$ cat src/hdl/salc_pkg.sv
package salc_pkg;

   localparam int ADDR_W       = 64;
   localparam int TAG_W        = 64;
   localparam int COUNT_W      = 32;
   localparam int SET_BITS_W   = 3;
   localparam int WAYS_W       = 4;
   localparam int BLOCK_BITS_W = 6;
   localparam int CSR_DATA_W   = 6;
   localparam int CSR_INDEX_W  = 2;

   localparam int DEF_MAX_SET_BITS = 6;
   localparam int DEF_MAX_WAYS     = 8;
   localparam int DEF_STAMP_WIDTH  = 32;

   localparam logic [CSR_INDEX_W-1:0] CSR_SET_BITS   = 2'd0;
   localparam logic [CSR_INDEX_W-1:0] CSR_WAYS       = 2'd1;
   localparam logic [CSR_INDEX_W-1:0] CSR_BLOCK_BITS = 2'd2;

   typedef enum logic [1:0] {
      OP_FETCH  = 2'd0,
      OP_LOAD   = 2'd1,
      OP_STORE  = 2'd2,
      OP_MODIFY = 2'd3
   } salc_op_type;

   typedef enum logic [2:0] {
      ST_CLEAR,
      ST_IDLE,
      ST_READ,
      ST_LOOKUP,
      ST_SCAN,
      ST_EVICT
   } salc_state_type;

   typedef struct packed {
      logic [SET_BITS_W-1:0]   set_bits;
      logic [WAYS_W-1:0]       ways_in_use;
      logic [BLOCK_BITS_W-1:0] block_bits;
   } salc_cfg_type;

   typedef struct packed {
      logic       done;
      logic [1:0] hits;
      logic       miss;
      logic       evict;
   } salc_event_type;

endpackage

$ cat src/hdl/salc_ctrl.sv
module salc_ctrl #(
   parameter int MAX_SET_BITS = salc_pkg::DEF_MAX_SET_BITS,
   parameter int MAX_WAYS     = salc_pkg::DEF_MAX_WAYS,
   parameter int STAMP_WIDTH  = salc_pkg::DEF_STAMP_WIDTH,
   parameter int SET_W        = (MAX_SET_BITS > 0) ? MAX_SET_BITS : 1,
   parameter int ROW_W        = MAX_WAYS * (1 + salc_pkg::TAG_W + STAMP_WIDTH)
) (
   input  logic                          clock,
   input  logic                          reset,
   input  salc_pkg::salc_cfg_type        cfg,
   input  logic                          start,
   output logic                          busy,
   input  logic [1:0]                    req_operation,
   input  logic [salc_pkg::ADDR_W-1:0]   req_address,
   output logic                          rd_en,
   output logic [SET_W-1:0]              rd_addr,
   input  logic [ROW_W-1:0]              rd_data,
   output logic                          wr_en,
   output logic [SET_W-1:0]              wr_addr,
   output logic [ROW_W-1:0]              wr_data,
   output salc_pkg::salc_event_type      ev
);
   import salc_pkg::*;

   localparam int NUM_SETS  = 1 << MAX_SET_BITS;
   localparam int LINE_W    = 1 + TAG_W + STAMP_WIDTH;
   localparam int WAY_W     = (MAX_WAYS > 1) ? $clog2(MAX_WAYS) : 1;
   localparam int WCNT_W    = $clog2(MAX_WAYS + 1);
   localparam int CMP_W     = (WCNT_W > WAYS_W) ? WCNT_W : WAYS_W;

   salc_state_type state_ff, state_in;
   logic [SET_W-1:0]       clr_ff, clr_in;
   logic [SET_W-1:0]       set_ff, set_in;
   logic [TAG_W-1:0]       tag_ff, tag_in;
   logic                   modify_ff, modify_in;
   logic [STAMP_WIDTH-1:0] time_ff, time_in;
   logic [WCNT_W-1:0]      scan_ff, scan_in;
   logic [WAY_W-1:0]       best_ff, best_in;
   logic [STAMP_WIDTH-1:0] best_stamp_ff, best_stamp_in;

   logic [MAX_WAYS-1:0]                   way_valid;
   logic [MAX_WAYS-1:0][TAG_W-1:0]        way_tag;
   logic [MAX_WAYS-1:0][STAMP_WIDTH-1:0]  way_stamp;
   logic [MAX_WAYS-1:0]                   hit_vec;
   logic [MAX_WAYS-1:0]                   inv_vec;
   logic [WAY_W-1:0]                      hit_way;
   logic [WAY_W-1:0]                      inv_way;
   logic [WAY_W-1:0]                      sel_way;
   logic [ROW_W-1:0]                      new_row;
   logic [6:0]                            tag_sh;
   logic [ADDR_W-1:0]                     set_full;
   logic [ADDR_W-1:0]                     set_mask;
   logic [STAMP_WIDTH-1:0]                scan_stamp;

   // unpack the row that was read and find hit and first free way
   always_comb begin
      for (int w = 0; w < MAX_WAYS; w++) begin
         way_valid[w] = rd_data[w*LINE_W + LINE_W - 1];
         way_tag[w]   = rd_data[w*LINE_W + STAMP_WIDTH +: TAG_W];
         way_stamp[w] = rd_data[w*LINE_W +: STAMP_WIDTH];
         if (CMP_W'(w) < CMP_W'(cfg.ways_in_use)) begin
            hit_vec[w] = way_valid[w] && (way_tag[w] == tag_ff);
            inv_vec[w] = !way_valid[w];
         end else begin
            hit_vec[w] = 1'b0;
            inv_vec[w] = 1'b0;
         end
      end
      hit_way = '0;
      inv_way = '0;
      for (int w = MAX_WAYS - 1; w >= 0; w--) begin
         if (hit_vec[w]) begin
            hit_way = WAY_W'(w);
         end
         if (inv_vec[w]) begin
            inv_way = WAY_W'(w);
         end
      end
   end

   always_comb begin
      state_in      = state_ff;
      clr_in        = clr_ff;
      set_in        = set_ff;
      tag_in        = tag_ff;
      modify_in     = modify_ff;
      time_in       = time_ff;
      scan_in       = scan_ff;
      best_in       = best_ff;
      best_stamp_in = best_stamp_ff;
      busy          = 1'b1;
      rd_en         = 1'b0;
      rd_addr       = set_ff;
      wr_en         = 1'b0;
      wr_addr       = set_ff;
      ev            = '0;

      tag_sh   = {1'b0, cfg.block_bits} + 7'(cfg.set_bits);
      set_mask = ~({ADDR_W{1'b1}} << cfg.set_bits);
      set_full = (req_address >> cfg.block_bits) & set_mask;
      scan_stamp = way_stamp[scan_ff[WAY_W-1:0]];

      if (hit_vec != '0) begin
         sel_way = hit_way;
      end else if (state_ff == ST_LOOKUP) begin
         sel_way = inv_way;
      end else begin
         sel_way = best_ff;
      end
      new_row = rd_data;
      new_row[sel_way*LINE_W +: LINE_W] = {1'b1, tag_ff, time_ff};
      wr_data = new_row;

      case (state_ff)
         ST_CLEAR: begin
            wr_en   = 1'b1;
            wr_addr = clr_ff;
            wr_data = '0;
            clr_in  = clr_ff + 1'b1;
            if (clr_ff == SET_W'(NUM_SETS - 1)) begin
               state_in = ST_IDLE;
            end
         end
         ST_IDLE: begin
            busy = 1'b0;
            if (start) begin
               set_in    = set_full[SET_W-1:0];
               tag_in    = tag_sh[6] ? '0 : (req_address >> tag_sh[5:0]);
               modify_in = (salc_op_type'(req_operation) == OP_MODIFY);
               if (time_ff != '1) begin
                  time_in = time_ff + 1'b1;
               end
               if (salc_op_type'(req_operation) == OP_FETCH) begin
                  ev.done = 1'b1;
               end else begin
                  state_in = ST_READ;
               end
            end
         end
         ST_READ: begin
            rd_en    = 1'b1;
            state_in = ST_LOOKUP;
         end
         ST_LOOKUP: begin
            // a modify's second access always hits the line just touched
            if (hit_vec != '0) begin
               wr_en    = 1'b1;
               ev.done  = 1'b1;
               ev.hits  = modify_ff ? 2'd2 : 2'd1;
               state_in = ST_IDLE;
            end else if (inv_vec != '0) begin
               wr_en    = 1'b1;
               ev.done  = 1'b1;
               ev.miss  = 1'b1;
               ev.hits  = {1'b0, modify_ff};
               state_in = ST_IDLE;
            end else begin
               scan_in       = WCNT_W'(1);
               best_in       = '0;
               best_stamp_in = way_stamp[0];
               state_in      = ST_SCAN;
            end
         end
         ST_SCAN: begin
            // one way a cycle; strict less-than keeps the lowest way on ties
            if (CMP_W'(scan_ff) < CMP_W'(cfg.ways_in_use)) begin
               if (scan_stamp < best_stamp_ff) begin
                  best_in       = scan_ff[WAY_W-1:0];
                  best_stamp_in = scan_stamp;
               end
               scan_in = scan_ff + 1'b1;
            end else begin
               state_in = ST_EVICT;
            end
         end
         ST_EVICT: begin
            wr_en    = 1'b1;
            ev.done  = 1'b1;
            ev.miss  = 1'b1;
            ev.evict = 1'b1;
            ev.hits  = {1'b0, modify_ff};
            state_in = ST_IDLE;
         end
         default: state_in = ST_IDLE;
      endcase
   end

   always_ff @(posedge clock) begin
      if (reset) begin
         state_ff <= ST_CLEAR;
         clr_ff   <= '0;
         time_ff  <= '0;
      end else begin
         state_ff <= state_in;
         clr_ff   <= clr_in;
         time_ff  <= time_in;
      end
   end

   always_ff @(posedge clock) begin
      set_ff        <= set_in;
      tag_ff        <= tag_in;
      modify_ff     <= modify_in;
      scan_ff       <= scan_in;
      best_ff       <= best_in;
      best_stamp_ff <= best_stamp_in;
   end

endmodule

$ cat config.mk
export PLATFORM = sky130hd
export DESIGN_NAME = salc_ctrl
export DESIGN_NICKNAME = d
export VERILOG_FILES = /design/src/hdl/salc_pkg.sv /design/src/hdl/salc_ctrl.sv
export SDC_FILE = /design/constraint.sdc
export NUM_CORES = 2
export LEC_CHECK = 0
export ABC_AREA = 0
export BUFFER_PORTS_ARGS = -buffer_cell sky130_fd_sc_hd__buf_2
export CAP_MARGIN = 20
export CORE_AREA = 2 2 648 650
export CTS_CLUSTER_SIZE = 40
export DETAILED_ROUTE_END_ITERATION = 10
export DIE_AREA = 0 0 650 652
export SLEW_MARGIN = 25
export SYNTH_ARGS = -nofsm -noshare
export SYNTH_HDL_FRONTEND = slang
export SYNTH_SLANG_ARGS = --single-unit
$ cat constraint.sdc
create_clock -name clock -period 8.35 [get_ports clock]
set_clock_uncertainty 0.1 [all_clocks]
set_input_delay 1.2525 -clock clock [delete_from_list [all_inputs] [get_ports clock]]
set_output_delay 1.2525 -clock clock [all_outputs]
set_load 0.05 [all_outputs]
Word-level counts from Yosys, hierarchy flattened --
Index checks and enable logic that the tools add are counted.
Storage, ports and cells: register bits 151, latch bits 0, bits in writable memories 0, ROM bits 0, bits of input ports 858, output and inout bits 796, logic and storage cells 158, memories 0
Cells by class: add/subtract/negate cells 5, multiply operators 1, div/mod/pow operators 0, magnitude comparators 11, equality and inequality tests 24, shift operators 5, multiplexer cells 74, bitwise operators 2, reduce and logical (&&, ||, !) cells 27
Operators by type and width (count):
- $bwmux 776 | 1
- $mux 776 | 1
- $shift 97x34->776 const A | 1
- $shiftx 97x34->776 | 1
- $eq 64x64->1 | 8
- $mux 32 | 5
- $bmux 32 s3 | 1
- $mux 3 | 29
- $pmux 32 s2 | 1
- $shl 64x3->6 const A | 1
- $shr 64x6->6 | 1
- $shr 64x6->64 | 1
- $neg 10->34 | 1
- $add 32x1->32 const B | 1
- $lt 32x32->1 | 1
- $ne 32x32->1 const B | 1
- $mux 1 | 24
- $lt 3x4->1 const A | 4
- $mux 4 | 4
- $ne 2x2->1 const B | 8
- $reduce_bool 8->1 | 2
- $pmux 3 s5 | 1
- $pmux 3 s2 | 2
- $mul 3x7->10 const B | 1
- other kinds (29) | 48

Logic depth before layout (Yosys ltp) --
depth after elaboration 17, depth in mapped cells 20

Worst setup path before layout --
OpenSTA, ideal clock, no wires.
path type input to output, start in rd_data[174], end out wr_data[120], arrival time 5.673 ns, required time 6.997 ns, setup slack 1.325 ns, stages 17, cells stage by stage nor2b_1 -> or4_1 -> nor4b_1 -> nand4_1 -> or3_1 -> nor2b_1 -> and4_1 -> clkbuf_1 -> a211o_1 -> nand2_2 -> inv_1 -> ha_1 -> xor2_1 -> nand2_1 -> clkbuf_1 -> clkbuf_1 -> o31ai_1
Between the ends: word-level cells in the longest chain between the ends 11, elaborated cells between the ends (all ways) 13, those cells by class add/sub: 1; mul: 1; eq/ne: 1; shift: 2; mux: 6; reduce/logical: 2
RTL lines:
- start, declared | line salc_ctrl.sv:17 | input logic [ROW_W-1:0] rd_data,
- $eq 64x64->1 * | line salc_ctrl.sv:62 | hit_vec[w] = way_valid[w] && (way_tag[w] == tag_ff);
- $logic_and 1x1->1 * | line salc_ctrl.sv:62
- $mux 1 * | line salc_ctrl.sv:61 | if (CMP_W'(w) < CMP_W'(cfg.ways_in_use)) begin
- $mux 3 (2 in series) | line salc_ctrl.sv:72 | if (hit_vec[w]) begin
- $mux 3 * | line salc_ctrl.sv:103 | if (hit_vec != '0) begin
- $mul 3x7->10 * | line salc_ctrl.sv:111 | new_row[sel_way*LINE_W +: LINE_W] = {1'b1, tag_ff, time_ff};
- $neg 10->34 * | line salc_ctrl.sv:111
- $shiftx 97x34->776 or $shift 97x34->776 (tied branches) | line salc_ctrl.sv:111
- $bwmux 776 * | line salc_ctrl.sv:111
- $mux 776 * | line salc_ctrl.sv:114 | case (state_ff)
- end, declared | line salc_ctrl.sv:20 | output logic [ROW_W-1:0] wr_data,
Mark *: on every way between the ends. The rest lies on a longest branch, timed or not.

Final worst setup path --
start reg tag_ff[39], end out wr_data[764]
Between the ends: word-level cells in the longest chain between the ends 17, elaborated cells between the ends (all ways) 40, those cells by class add/sub: 1; mul: 1; eq/ne: 8; shift: 2; mux: 19; reduce/logical: 9
RTL lines:
- start, declared | line salc_ctrl.sv:34 | logic [TAG_W-1:0] tag_ff, tag_in;
- start signal, assigned | line salc_ctrl.sv:202 | tag_ff <= tag_in;
- $eq 64x64->1 | line salc_ctrl.sv:62
- $logic_and 1x1->1 | line salc_ctrl.sv:62
- $mux 1 | line salc_ctrl.sv:61
- $mux 3 (8 in series) | line salc_ctrl.sv:72
- $mux 3 | line salc_ctrl.sv:103
- $mul 3x7->10 | line salc_ctrl.sv:111
- $neg 10->34 | line salc_ctrl.sv:111
- $shiftx 97x34->776 or $shift 97x34->776 (tied branches) | line salc_ctrl.sv:111
- $bwmux 776 * | line salc_ctrl.sv:111
- $mux 776 * | line salc_ctrl.sv:114
Marks and branches as above.

==> impl.org <==
** Outcome
- Run status :: finished, violations left
- Failing checks :: negative setup slack

** Floorplanning
- Cell row count :: ~240
- The die is about 650 microns tall.
- Starting utilization of the core area :: about 8.5%
- Measured along the x axis, the die boundary spans 650 microns.
- Boundary Pins :: 1654
- The core region is between 0.4 and 0.5 sq mm.
- Die footprint :: about 0.42 sq mm

** Drt
- In the routed design, unresolved DRC markers number 0.
- In this run the remaining antenna-violating nets after routing total 0.
- Vias per cell :: between 4 and 5
- Post-DR wirelength/cell :: slightly above 50 microns
- Via Count :: roughly 56000
- The detailed router finished its first iteration with 8603 violations.
- Summed over all layers, the routed wires come to 621000 microns.
- Number of iterations in the first detailed-routing pass :: 6

** Power
- Across the VDD grid, the largest voltage drop is 85.7 uV.
- Power density cells :: roughly 56 mW/mm^2
- Summing internal, switching and leakage power gives between 3000 and 4000 uW.
- For this design the static power due to leakage is between 0.02 and 0.025 uW.

** Synth
- For this run, asynchronously set or reset flops after synthesis account for 0%.
- In this run, synthesis produced a sequential element count of 151.
- Yosys mapped the design onto 71 distinct sky130hd cell types.
- When the netlist entered floorplanning its net count stood at about 5600.
- Synthesized area :: 0.0352 sq mm
- The most used flip-flop cell after synthesis is edfxtp_1.
- After synthesis, the cell types taking the most area are mux2i_1 14%, mux4_2 11%, edfxtp_1 9.4%.
- Synthesis produced 4684 cells.
- Yosys instantiated no cell more often than nand2_1.
- In this run the mean area of a mapped cell was 7.52 sq um.
- Cell taking the most area after synthesis :: mux2i_1
- Yosys mapped a number of flops with a built-in enable equal to 110.
- Portion of synthesized cell area occupied by the leading cell type :: ~14%
- For this run, the register share of the synthesized area comes to approximately an eighth.
- Ranked by instance count, the synthesized netlist is headed by 780 x nand2_1, 483 x mux2i_1, 440 x nand3_1, 390 x o31ai_1, 302 x clkbuf_1.
- Yosys warns :: 0

** Clocking
- Root cell of the clock tree :: clkbuf_16
- Number of clock buffers inserted by TritonCTS :: 25
- Post-CTS setup repair buffer count :: 0
- Clk buf depth :: 3
- After clock tree synthesis, the repair step resized 0 gates.
- For the worst-skew pair, the clock arrives at the later sink with an insertion delay of just under 600 ps.
- Reg clk slew, reported paths :: roughly 70 ps
- The clock net in this run drives a total of around 150 sinks.
- Clock tree from TritonCTS :: built
- Hold buffer count at cts :: 0
- The H-tree generated during clock tree synthesis spans 4 levels.

** Placed design
- The congestion estimate from routability-driven global placement came to roughly 1.1.
- HPWL after DPL :: 546000 microns
- The count of buffers added on input and output ports is about 1700.

** Global routing
- Summed over all layers, the global routing overflow is 0.
- Busiest layer in global routing :: met2
- For met2 alone, demand over resource in global routing was 40.5%.
- Global routing consumed, over all layers together, approximately 28% of the routing resources.
- Maximum number of pins on one net before global-route repair :: roughly 190
- GR met3 Demand/Resource :: 13.1%
- Global routing used ~34% of the available met1 tracks.
- The via count of the first global-routing pass is approximately 49000.
- Global-route wire length before repair :: ~730000 microns
- Antenna violations before repair :: 422

** Finish
- Number of filler instances in the final layout :: around 47000
- Cells fill ~16% of the core in the end.
- Share of final-layout standard cells stronger than drive strength 1 :: 38.4%
- Nets :: about 7300
- Area added between synthesis and finish :: 84.0%

** Timing
- The smallest clock period supported by the final layout is computed as 8430 ps.
- Post-route setup slack :: -80.2 ps
- Period utilization :: 101%
- For the pin with the worst max-slew slack, the measured transition is approximately 1300 ps.
- Upper clock frequency limit :: roughly 120 MHz
- Total count of hold-check failures in the final report :: 0
- Setup repair after global routing missed its margin :: false
- Number of pins with negative max-slew slack in the final report :: 0
- Setup violations remaining at the end of the flow were counted as 1.
- Headroom to the max-slew limit :: around 15%

** Setup path
- Crit path capture type :: output pin
- Crit-path leading delay family :: simple AND/OR/NAND/NOR gates
- Among all stages on the critical path, the largest delay is contributed by edfxtp_1.
- The setup check on the worst reg-to-reg path leaves a slack of about 2300 ps.
- At the worst endpoint, the arrival time is between 7000 and 8000 ps.
- WS Path Type :: flop to output pin
- Buf+Inv Stages, Crit Path :: 5
- Maximum cell stage delay along the critical path :: between 1000 and 1500 ps
- Walking the worst path, the cells encountered are buf_4, xor2_1, nor4_1, nand4_1, or4_1, nor2_1, nor2_1, a21o_1, nand2_1, ha_1, xor2_1, buf_4, nand2b_4, buf_12, buf_12, nand3_1, o31ai_1, buf_12.
- Launching point of the worst reg2reg path :: tag_ff[59]
- Data on the critical path is required at its endpoint by about 7000 ps.
- STA classifies the critical path startpoint as a flop.
- The worst register-to-register path ends at best_stamp_ff[7].
- Biggest fanout along the worst timing path :: 31
- Counting cells, the worst reg-to-reg path comes to 13.
- Most repeated library cell on the critical path :: buf_12

** Worst hold path
- Hold path depth :: 2
- The min-delay analysis places its worst path in the category flop to flop.
- The startpoint identified for the worst hold timing path is time_ff[14].
- Capture endpoint of the worst hold path :: time_ff[14]

** Run
- Number of maximum-capacitance violations :: 0
-- worst register-to-register path, stage by stage, from the launching register on --
cell,delay [ps]
edfxtp_1,1080
inv_1,200
o22ai_1,930
nor3_1,130
nand3_1,140
nor4_1,70
nor4b_1,310
and4_1,280
buf_4,170
nand3_1,410
nand2b_1,580
o21ai_0,250
a21oi_4,530
buf_4,480
-- stage by stage --
stage          TNS [ps]  cells  setup WS, ps  area (sq um)  hold slack (ps)
2_1_floorplan         0   4684          1320         35200              367
3_3_place_gp      -1660  11900          -505         63100              387
3_5_place_dp          0  11900           382         63300              392
4_1_cts               0  11900           196         63900              404
5_1_grt               0  12100          72.6         64600              411
6_report          -80.2  12200         -80.2         64800              411
-- flip-flops by register name, summed over array words and instances, names as in the netlist --
register and count:
time_ff 32, state_ff 3, tag_ff 64, best_ff 3, clr_ff 6, rd_addr 6
best_stamp_ff 32, scan_ff 4, modify_ff 1
-- where the power goes --
part / leakage [uW] / total, uW / internal [uW] / switching, uW
Clock: 0.000328 / 974 / 546 / 428
Combinational: 0.0230 / 1840 / 601 / 1240
Sequential: 0.00133 / 821 / 820 / 1.62
Total: 0.0246 / 3640 / 1970 / 1670
-- how the worst max path moves through the flow --
stage | startpoint | end | slack (ps) | cells past startpoint
finish | tag_ff[39] | wr_data[764] | -80 | 18
global route | tag_ff[23] | wr_data[764] | 70 | 20
CTS | tag_ff[2] | wr_data[764] | 200 | 21
detailed placement | rd_data[768] | wr_data[764] | 380 | 18
global placement | cfg[7] | wr_data[760] | -510 | 16
floorplan | rd_data[174] | wr_data[120] | 1320 | 17
-- cell type report --
| class | instances | area (sq um) | share of cell area [%] |
|---|---|---|---|
| multi-input combinational | 3982 | 29100 | 45.0 |
| tap | 5497 | 6880 | 10.6 |
| inverter | 100 | 375 | 0.579 |
| clock inverter | 4 | 20.0 | 0.0309 |
| antenna | 340 | 851 | 1.31 |
| clock buffer | 29 | 651 | 1.00 |
| timing repair buffer | 2130 | 22800 | 35.1 |
| sequential | 151 | 4120 | 6.36 |
-- per-layer routing --
metal | up-vias | wire [microns]
li1 | 21200 | -
met1 | 28200 | 251000
met2 | 4943 | 256000
met3 | 1183 | 78800
met4 | 86 | 34700
met5 | - | 579
-- cell usage in the layout (no fill, tap or decap), types with 10 or more instances in the layout --
cell type,count
a2111oi_0,11
a211oi_1,29
a21o_1,13
a21oi_1,91
and3_1,12
buf_12,731
buf_2,965
buf_4,429
clkbuf_16,25
dfxtp_1,41
diode_2,340
edfxtp_1,110
ha_1,42
inv_1,98
mux2_2,42
mux2i_1,483
mux4_2,179
nand2_1,748
nand2_2,28
nand2b_1,200
nand3_1,440
nand4_1,188
nor2_1,178
nor2b_1,84
nor3_1,54
nor4_1,103
nor4b_1,10
o2111ai_1,23
o21ai_0,50
o22ai_1,46
o31ai_1,380
or3_1,18
or4_1,15
xnor2_1,257
xor2_1,143
-- cells by family (layout without fill, tap and decap cells) --
| group | Yosys count | count (layout) | synth area share, % |
|---|---|---|---|
| muxes | 704 | 704 | 26.5 |
| xor gates and xnor gates | 410 | 410 | 10.3 |
| AOI/OAI and AO/OA | 698 | 698 | 13.9 |
| DFF | 151 | 151 | 11.7 |
| other | 0 | 340 | 0 |
| buffers and inverters | 551 | 2263 | 6.46 |
| and+or+nand+nor | 2126 | 2126 | 29.5 |
| adders and majority gates | 44 | 44 | 1.58 |
No activity file was read; power rests on OpenSTA's default activity.
